## config.mk

```make
export PLATFORM = sky130hd
export DESIGN_NAME = gbt_seq
export DESIGN_NICKNAME = d
export VERILOG_FILES = /design/src/rtl/gbt_pkg.sv /design/src/rtl/gbt_seq.sv
export VERILOG_INCLUDE_DIRS = /design/src /design/src/rtl
export SDC_FILE = /design/constraint.sdc
export NUM_CORES = 1
export LEC_CHECK = 0
export ABC_AREA = 1
export BUFFER_PORTS_ARGS = -buffer_cell sky130_fd_sc_hd__buf_2
export CORE_ASPECT_RATIO = 0.9
export CORE_UTILIZATION = 35
export DETAILED_ROUTE_END_ITERATION = 8
export GPL_TIMING_DRIVEN = 0
export SYNTH_ARGS = -nofsm -noshare
export SYNTH_HDL_FRONTEND = slang
export SYNTH_SLANG_ARGS = --single-unit
export TNS_END_PERCENT = 10
```

## constraint.sdc

```tcl
create_clock -name i_clk -period 3 [get_ports i_clk]
set_input_delay 0.3 -clock i_clk [delete_from_list [all_inputs] [get_ports i_clk]]
set_output_delay 0.3 -clock i_clk [all_outputs]
set_load 0.02 [all_outputs]
```

## src/rtl/glyph_blit_4bpp_tiles_top_defines.svh

```systemverilog
// Assertion macros shared by the glyph blitter RTL.
// Depends on nothing; included by files that carry concurrent assertions.
`ifndef GLYPH_BLIT_4BPP_TILES_TOP_DEFINES_SVH
`define GLYPH_BLIT_4BPP_TILES_TOP_DEFINES_SVH

// Same-cycle implication, disabled during reset.
`define GBT_ASSERT_IMP(label, clk, rst_n, ante, cons, msg) \
    label: assert property (@(posedge clk) disable iff (!rst_n) (ante) |-> (cons)) \
        else $error(msg);

// Next-cycle implication, disabled during reset.
`define GBT_ASSERT_NXT(label, clk, rst_n, ante, cons, msg) \
    label: assert property (@(posedge clk) disable iff (!rst_n) (ante) |=> (cons)) \
        else $error(msg);

`endif

```

## src/rtl/gbt_pkg.sv

```systemverilog
// Package for the glyph blitter: command, result and memory request types,
// op codes and fixed constants. Depends on nothing.
`timescale 1ns / 1ps
`default_nettype none

package gbt_pkg;

    localparam logic [1:0] OP_START = 2'd0;
    localparam logic [1:0] OP_GLYPH = 2'd1;
    localparam logic [1:0] OP_READ  = 2'd2;
    localparam logic [1:0] OP_WRITE = 2'd3;

    localparam logic [7:0]  CODE_FIRST   = 8'h18;
    localparam logic [7:0]  SCREEN_LIMIT = 8'd240;
    localparam logic [31:0] INK_SPREAD   = 32'h1111_1111;
    localparam logic [3:0]  NIB_ONES     = 4'h0F;
    localparam int          MEM_AW_MAX   = 9;

    typedef struct packed {
        logic [1:0]  op;
        logic [7:0]  char_code;
        logic [63:0] glyph_bits;
        logic [3:0]  glyph_width;
        logic [7:0]  start_x;
        logic [3:0]  pen_colour;
        logic [7:0]  word_addr;
        logic [31:0] write_data;
    } t_cmd;

    typedef struct packed {
        logic [31:0] read_data;
        logic [7:0]  pen_x;
        logic        stopped;
    } t_result;

    typedef struct packed {
        logic                  we;
        logic [MEM_AW_MAX-1:0] waddr;
        logic [31:0]           wdata;
        logic                  re;
        logic [MEM_AW_MAX-1:0] raddr;
    } t_mem_req;

    function automatic logic [31:0] nib_mask(input logic [7:0] m);
        logic [31:0] v;
        v = 32'd0;
        for (int j = 0; j < 8; j++) begin
            v[4*j +: 4] = m[j] ? NIB_ONES : 4'h0;
        end
        return v;
    endfunction

endpackage

`default_nettype wire

```

## src/rtl/gbt_seq.sv

```systemverilog
// Blit sequencer: pen state, clear sweep, op decode and the glyph
// read-modify-write pipeline. Depends on gbt_pkg and the defines header.
`timescale 1ns / 1ps
`default_nettype none
`include "glyph_blit_4bpp_tiles_top_defines.svh"

module gbt_seq #(
    parameter int CANVAS_TILES = 32
) (
    input  wire logic              i_clk,
    input  wire logic              i_rst_n,
    input  wire logic              i_start,
    input  wire gbt_pkg::t_cmd     i_cmd,
    output logic                   o_busy,
    output gbt_pkg::t_mem_req      o_mem_req,
    input  wire logic [31:0]       i_mem_q,
    output logic                   o_res_valid,
    output gbt_pkg::t_result       o_res
);

    localparam int WORDS = CANVAS_TILES * 8;
    localparam int AW    = $clog2(WORDS);
    localparam int MAW   = gbt_pkg::MEM_AW_MAX;

    localparam logic [1:0] ST_CLEAR = 2'd0;
    localparam logic [1:0] ST_IDLE  = 2'd1;
    localparam logic [1:0] ST_RD    = 2'd2;
    localparam logic [1:0] ST_GLY   = 2'd3;

    localparam logic [4:0] GLY_LAST = 5'd16;

    logic [1:0]    r_state, n_state;
    logic [AW-1:0] r_clr, n_clr;
    logic [4:0]    r_cnt, n_cnt;
    logic [7:0]    r_pen, n_pen;
    logic [3:0]    r_ink, n_ink;
    logic [63:0]   r_bits, n_bits;
    logic [4:0]    r_tile, n_tile;
    logic [2:0]    r_off, n_off;
    logic [MAW-1:0] r_wa, n_wa;
    logic [7:0]    r_wm, n_wm;
    logic          r_we, n_we;
    logic          r_rd_ok, n_rd_ok;

    gbt_pkg::t_mem_req mem_req;
    gbt_pkg::t_result  res;
    logic              res_valid;

    logic           addr_ok;
    logic           stop_hit;
    logic [8:0]     pen_sum;
    logic [2:0]     row;
    logic           half;
    logic [5:0]     tile_full;
    logic [MAW-1:0] word;
    logic           word_ok;
    logic [7:0]     line;
    logic [15:0]    mask16;
    logic [31:0]    nm;
    logic [31:0]    ink_word;

    always_comb begin
        addr_ok   = 32'(i_cmd.word_addr) < 32'(WORDS);
        stop_hit  = (i_cmd.char_code < gbt_pkg::CODE_FIRST) || (r_pen >= gbt_pkg::SCREEN_LIMIT);
        pen_sum   = {1'b0, r_pen} + 9'(i_cmd.glyph_width);
        row       = r_cnt[3:1];
        half      = r_cnt[0];
        tile_full = {1'b0, r_tile} + 6'(half);
        word      = {tile_full, row};
        word_ok   = 32'(word) < 32'(WORDS);
        line      = r_bits[{row, 3'b000} +: 8];
        mask16    = 16'(line) << r_off;
        nm        = gbt_pkg::nib_mask(r_wm);
        ink_word  = gbt_pkg::INK_SPREAD * 32'(r_ink);
    end

    always_comb begin
        n_state = r_state;
        n_clr   = r_clr;
        n_cnt   = r_cnt;
        n_pen   = r_pen;
        n_ink   = r_ink;
        n_bits  = r_bits;
        n_tile  = r_tile;
        n_off   = r_off;
        n_wa    = r_wa;
        n_wm    = r_wm;
        n_we    = 1'b0;
        n_rd_ok = r_rd_ok;

        mem_req   = '0;
        res_valid = 1'b0;
        res.read_data = 32'd0;
        res.pen_x     = r_pen;
        res.stopped   = 1'b0;

        case (r_state)
            ST_CLEAR: begin
                mem_req.we    = 1'b1;
                mem_req.waddr = MAW'(r_clr);
                mem_req.wdata = 32'd0;
                n_clr = r_clr + AW'(1);
                if (r_clr == AW'(WORDS - 1)) begin
                    n_state = ST_IDLE;
                end
            end
            ST_IDLE: begin
                if (i_start) begin
                    case (i_cmd.op)
                        gbt_pkg::OP_START: begin
                            n_pen       = i_cmd.start_x;
                            n_ink       = i_cmd.pen_colour;
                            res_valid   = 1'b1;
                            res.pen_x   = i_cmd.start_x;
                        end
                        gbt_pkg::OP_GLYPH: begin
                            if (stop_hit) begin
                                res_valid   = 1'b1;
                                res.stopped = 1'b1;
                            end else begin
                                n_bits  = i_cmd.glyph_bits;
                                n_tile  = r_pen[7:3];
                                n_off   = r_pen[2:0];
                                n_pen   = pen_sum[8] ? 8'hFF : pen_sum[7:0];
                                n_cnt   = 5'd0;
                                n_state = ST_GLY;
                            end
                        end
                        gbt_pkg::OP_READ: begin
                            mem_req.re    = addr_ok;
                            mem_req.raddr = MAW'(i_cmd.word_addr);
                            n_rd_ok       = addr_ok;
                            n_state       = ST_RD;
                        end
                        gbt_pkg::OP_WRITE: begin
                            mem_req.we    = addr_ok;
                            mem_req.waddr = MAW'(i_cmd.word_addr);
                            mem_req.wdata = i_cmd.write_data;
                            res_valid     = 1'b1;
                        end
                        default: begin
                            res_valid = 1'b1;
                        end
                    endcase
                end
            end
            ST_RD: begin
                res_valid     = 1'b1;
                res.read_data = r_rd_ok ? i_mem_q : 32'd0;
                n_state       = ST_IDLE;
            end
            ST_GLY: begin
                // write back the word read last cycle
                mem_req.we    = r_we;
                mem_req.waddr = r_wa;
                mem_req.wdata = (i_mem_q & ~nm) | (ink_word & nm);
                if (!r_cnt[4]) begin
                    mem_req.re    = word_ok;
                    mem_req.raddr = word;
                    n_wa  = word;
                    n_wm  = half ? mask16[15:8] : mask16[7:0];
                    n_we  = word_ok;
                    n_cnt = r_cnt + 5'd1;
                end
                if (r_cnt == GLY_LAST) begin
                    res_valid = 1'b1;
                    n_state   = ST_IDLE;
                end
            end
            default: begin
                n_state = ST_IDLE;
            end
        endcase
    end

    always_ff @(posedge i_clk) begin
        if (!i_rst_n) begin
            r_state <= ST_CLEAR;
            r_clr   <= '0;
            r_cnt   <= 5'd0;
            r_pen   <= 8'd0;
            r_ink   <= 4'd0;
            r_we    <= 1'b0;
            r_rd_ok <= 1'b0;
        end else begin
            r_state <= n_state;
            r_clr   <= n_clr;
            r_cnt   <= n_cnt;
            r_pen   <= n_pen;
            r_ink   <= n_ink;
            r_we    <= n_we;
            r_rd_ok <= n_rd_ok;
        end
    end

    always_ff @(posedge i_clk) begin
        r_bits <= n_bits;
        r_tile <= n_tile;
        r_off  <= n_off;
        r_wa   <= n_wa;
        r_wm   <= n_wm;
    end

    assign o_busy      = (r_state != ST_IDLE);
    assign o_mem_req   = mem_req;
    assign o_res_valid = res_valid;
    assign o_res       = res;

    `GBT_ASSERT_IMP(a_clear_zero, i_clk, i_rst_n, r_state == ST_CLEAR, mem_req.we && mem_req.wdata == 32'd0, "clear sweep must write zero")
    `GBT_ASSERT_IMP(a_clear_quiet, i_clk, i_rst_n, r_state == ST_CLEAR, !res_valid, "result during clear sweep")
    `GBT_ASSERT_IMP(a_rmw_disjoint, i_clk, i_rst_n, mem_req.we && mem_req.re, mem_req.waddr != mem_req.raddr, "read and write hit one word")
    `GBT_ASSERT_NXT(a_gly_end, i_clk, i_rst_n, r_state == ST_GLY && r_cnt == GLY_LAST, r_state == ST_IDLE, "glyph pass did not end")

endmodule

`default_nettype wire

```

After elaboration in Yosys (flattened, before gate mapping)
Index checks and enable logic that the tools add are counted.
{"block": "totals", "reg_bits": 118, "out_inout_bits": 95, "elab_cells": 104}
{"block": "op_classes", "magnitude_cmp": 3, "n_mul": 1, "bitwise_logic": 8, "shift": 2, "n_addsub": 4, "reduce_logical": 15, "mux": 40, "n_eq_ne": 18}
{"operator": "case mux 42 bit (3 select lines)", "count": 1}
{"operator": "bitwise AND 32 bit", "count": 2}
{"operator": "two-way mux 32 bit", "count": 2}
{"operator": "variable part select 64 x 7 -> 8 bit", "count": 1}
{"operator": "two-way mux 52 bit", "count": 1}
{"operator": "two-way mux 42 bit", "count": 1}
{"operator": "multiplier 29 x 4 -> 32 bit (first input constant)", "count": 1}
{"operator": "two-way mux 4 bit", "count": 8}
{"operator": "two-way mux 8 bit", "count": 4}
{"operator": "NOT 32 bit", "count": 1}
{"operator": "OR 32 bit", "count": 1}
{"operator": "two-way mux 10 bit", "count": 2}
{"operator": "two-way mux 5 bit", "count": 4}
{"operator": "case mux 10 bit (2 select lines)", "count": 1}
{"operator": "two-way mux 9 bit", "count": 2}
{"operator": "case mux 8 bit (2 select lines)", "count": 1}
{"operator": "<< shifter 8 x 3 -> 16 bit", "count": 1}
{"operator": "inequality test 2 bit (second input constant)", "count": 6}
{"operator": "AND reduction 4 bit", "count": 3}
{"operator": "case mux 5 bit (2 select lines)", "count": 1}
{"operator": "AND reduction 5 bit", "count": 2}
{"operator": "adder 8 x 4 -> 9 bit", "count": 1}
{"operator": "less-than comparator 9 bit (second input constant)", "count": 1}
{"operator": "adder 8 x 1 -> 8 bit (second input constant)", "count": 1}
{"operator": "other kinds (25)", "count": 42}

Depth between registers and ports, before layout
{"block": "logic_depth", "depth_word": 6, "depth_mapped": 11, "depth_no_buf": 11}

Least setup slack after synthesis
OpenSTA, ideal clock, no wires.
{"block": "synth_path", "path_kind": "reg2reg", "startpoint": "register r_state[0]", "endpoint": "register r_bits[0], enable pin", "setup_ns": 0.426, "path_buffers": 0, "path_stages_with_launch": 7, "arrival_time_ns": 2.321, "path_slack_ns": 0.254, "path_cell_list": "dfxtp_1 > inv_2 > nor2_4 > nand2_4 > inv_2 > nand3_2 > inv_1"}
{"block": "synth_via", "elab_chain_len": 2}
{"element": "start: declaration", "line_no": "gbt_seq.sv:32", "source": "logic [1:0] r_state, n_state;"}
{"element": "start signal: assignment", "line_no": "gbt_seq.sv:186", "source": "r_state <= n_state;"}
{"element": "equality test 2 x 1 -> 1 bit", "line_no": "gbt_seq.sv:97", "source": "case (r_state)"}
{"element": "AND reduction 4 bit (no source line)"}
{"element": "end signal: assignment", "line_no": "gbt_seq.sv:197", "source": "r_bits <= n_bits;"}
{"element": "end: declaration", "line_no": "gbt_seq.sv:37", "source": "logic [63:0] r_bits, n_bits;"}
Every way passes these cells.
A chain may end at the register's enable or synchronous reset.

==> flow_summary.ini <==
[floorplan]
die_area_um2 = 19700
chipWidth_um = 148
coreArea_um2 = 18600
rows = 47
ios = 260
die-height_um = 133
initial_utilization = 0.360

[synth]
synth_compound_area_frac = 0.116
synth-async-reset-ratio = 0
synth_mux_area_frac = 0
synth_edf_count = 89
synth-simple-area-share = 0.266
synth_top_family_by_area = simple AND/OR/NAND/NOR gates
netlist.area_leader.share = 0.399
ys_seq_area_frac = 0.486
yosysWarningCount = 0
synth-xor-area-share = 0.00654
ys_seq_elements = 118
syn_area_per_cell_um2 = 7.76
synth_ff_type = edfxtp_1
synthAdderAreaFrac = 0.0273
syn_nets = 1042
synth.distinct_cells = 41
syn_inst = 863
synth_largest_area_cell = edfxtp_1
synthTopCellsByArea = edfxtp_1 (40%), nand2_1 (10%), dfxtp_1 (8.7%)
synthesis.area_um2 = 6700

[sta]
rsz0062_at_grt = no
tns_ns = 0
final-setup-viol-count = 0
hold_viol = 0
timing.slew.headroom = 0.412
slew_violations = 0
layout_setup_ws_ns = 0.161
period_share = 0.946
worst_slew_pin_slew_ns = 0.882
max_freq_mhz = 352
finClkSkew_ns = 0.00582
fin_crit_ns = 2.84

[global_route]
antenna_found_initial = 0
grt.overflow.total = 0
grt_pass1_vias = 6324
grt_max_degree = 73
grt_first_pass_wirelength_um = 33400
grt_usage = 0.224

[layout]
syn2layout_area_growth_pct = 32.9
regArea_um2 = 3250
final_nets = 1317
diodes = 0
fill_cells = 1870
final_common_cell = buf_2
final_cell_mix = buf_2 (268), nand2_1 (179), inv_1 (119), nor2_1 (109), nand3_1 (104)
multi_input_area_um2 = 2790
finalInstanceArea_um2 = 8900
drive_gt1_frac = 0.277

[worst_setup_path]
critPathLaunchType = flop
cpMaxStageDelayCell = nor2_4
arrival_ns = 2.54
crit_chain = nand2_1 -> nor2_4 -> inv_2 -> o21ai_0 -> buf_2
crit_cells = 5
critPathTopFamily = simple AND/OR/NAND/NOR gates
rr_endpoint = r_bits[16]$_DFFE_PP_
path_buf_inv = 2
critPathMaxStageDelay_ns = 0.60
required_ns = 2.70
cp_max_fo = 24
r2r-start = r_state[0]$_SDFFE_PN0P_
reg2reg_depth = 6
path_class = reg2out
worstSetupStartpoint = r_state[1]$_SDFFE_PN0P_
crit_path_end = o_mem_req[1]
critPathCaptureType = primary output
r2r_slack_ns = 0.82

[routing]
vias_per_cell = 4.78
drcViolationCount = 0
routed_wl_um = 22000
vias = 6668
ant_nets = 0
drtPass1Iterations = 5
drtIter0Drc = 384
wl_per_cell_um = 15.7

[clocking]
clockRootBuffer = clkbuf_16
numCtsBuffers = 17
ctsHoldBuffers = 0
cts.sinks = 118
clockBufferDepth = 2
cts_tree = yes
cts_resized = 1
cts.clk_slew.worst_paths_ns = 0.06
h-tree-depth = 4
clk_latency_ns = 0.42
post-cts-setup-buffers = 0

[outcome]
status = completed

[pwr]
ir_worst_vdd_uv = 391
finalPower_w = 0.00408
pwr-share-clk = 0.520
power_frac_comb = 0.050
power_density_nw_per_um2 = 458
power_switching_w = 0.000847
seqPwrFrac = 0.431
p_int_w = 0.00323
swShare = 0.208
power_leakage_nw = 4.32

[placement]
pre_cts_slack_ns = 0.239
place_area_um2 = 8290
io_buffers = 256
gp_congestion = 0.947
dpl.hpwl_um = 17000

[worst_hold_path]
worstHoldPathType = in2reg
hold_start = i_cmd[116]

[flow_run]
drv_cap = 0
## area by class of cell
class	count	share of cell area
flip-flops and latches	118	0.365
clock inverters	14	0.0207
multi-input cells	576	0.314
well taps	245	0.0344
plain buffers	43	0.0207
clock buffers	17	0.0478
inverters	126	0.0534
repair buffers	256	0.144
## Yosys cell counts (all sizes together) (5+ instances only)
| cell type | n |
|---|---|
| nand2 | 181 |
| inv | 125 |
| nor2 | 112 |
| nand3 | 105 |
| edfxtp | 89 |
| o21ai | 66 |
| a21oi | 54 |
| dfxtp | 29 |
| buf | 27 |
| clkbuf | 16 |
| ha | 13 |
| nand4 | 8 |
| o22ai | 8 |
| o221ai | 5 |
## registers in the layout, summed over array words and instances, names as in the netlist
name     flops
r_clr        8
r_wa         9
r_rd_ok      1
r_off        3
r_bits      64
r_we         1
r_state      2
r_wm         8
r_pen        8
r_ink        4
r_tile       5
r_cnt        5
## layer usage
layer	vias up	GRT usage	wire length, um
li1	3395	-	-
met4	0	0.0859	529
met3	34	0.0442	1250
met1	2999	0.272	9290
met2	240	0.392	10900
met5	-	0	0
## cells by family after synthesis
logic type / Yosys count
DFF: 118
adders and majority gates: 14
xor gates and xnor gates: 5
buffers and inverters: 169
and+or+nand+nor: 417
AOI/OAI and AO/OA: 140
## power by group through the flow
stage | Combinational (W) | Clock [W] | Sequential, W
floorplan | 0.0000680 | 0 | 0.00179
global placement | 0.000202 | 0 | 0.00179
detailed placement | 0.000203 | 0 | 0.00179
CTS | 0.000205 | 0.00214 | 0.00175
global route | 0.000224 | 0.00221 | 0.00175
finish | 0.000203 | 0.00212 | 0.00175
## through the flow
stage,std cells,util,hold WS [ns]
5_1_grt,1395,0.479,0.0341
4_1_cts,1395,0.479,0.0375
2_1_floorplan,863,-,0.399
6_report,1395,0.479,0.0518
3_3_place_gp,1364,0.446,0.412
3_5_place_dp,1364,0.446,0.416
## how the worst min path moves through the flow
stage | endpoint | cells after the start
after floorplan | r_bits[0]$_DFFE_PP_ | 0
after global placement | r_wa[1]$_DFFE_PP_ | 0
after detailed placement | r_wa[1]$_DFFE_PP_ | 0
after CTS | r_bits[34]$_DFFE_PP_ | 1
after global routing | r_bits[60]$_DFFE_PP_ | 1
final | r_bits[60]$_DFFE_PP_ | 1
No activity file was read; power rests on OpenSTA's default activity.
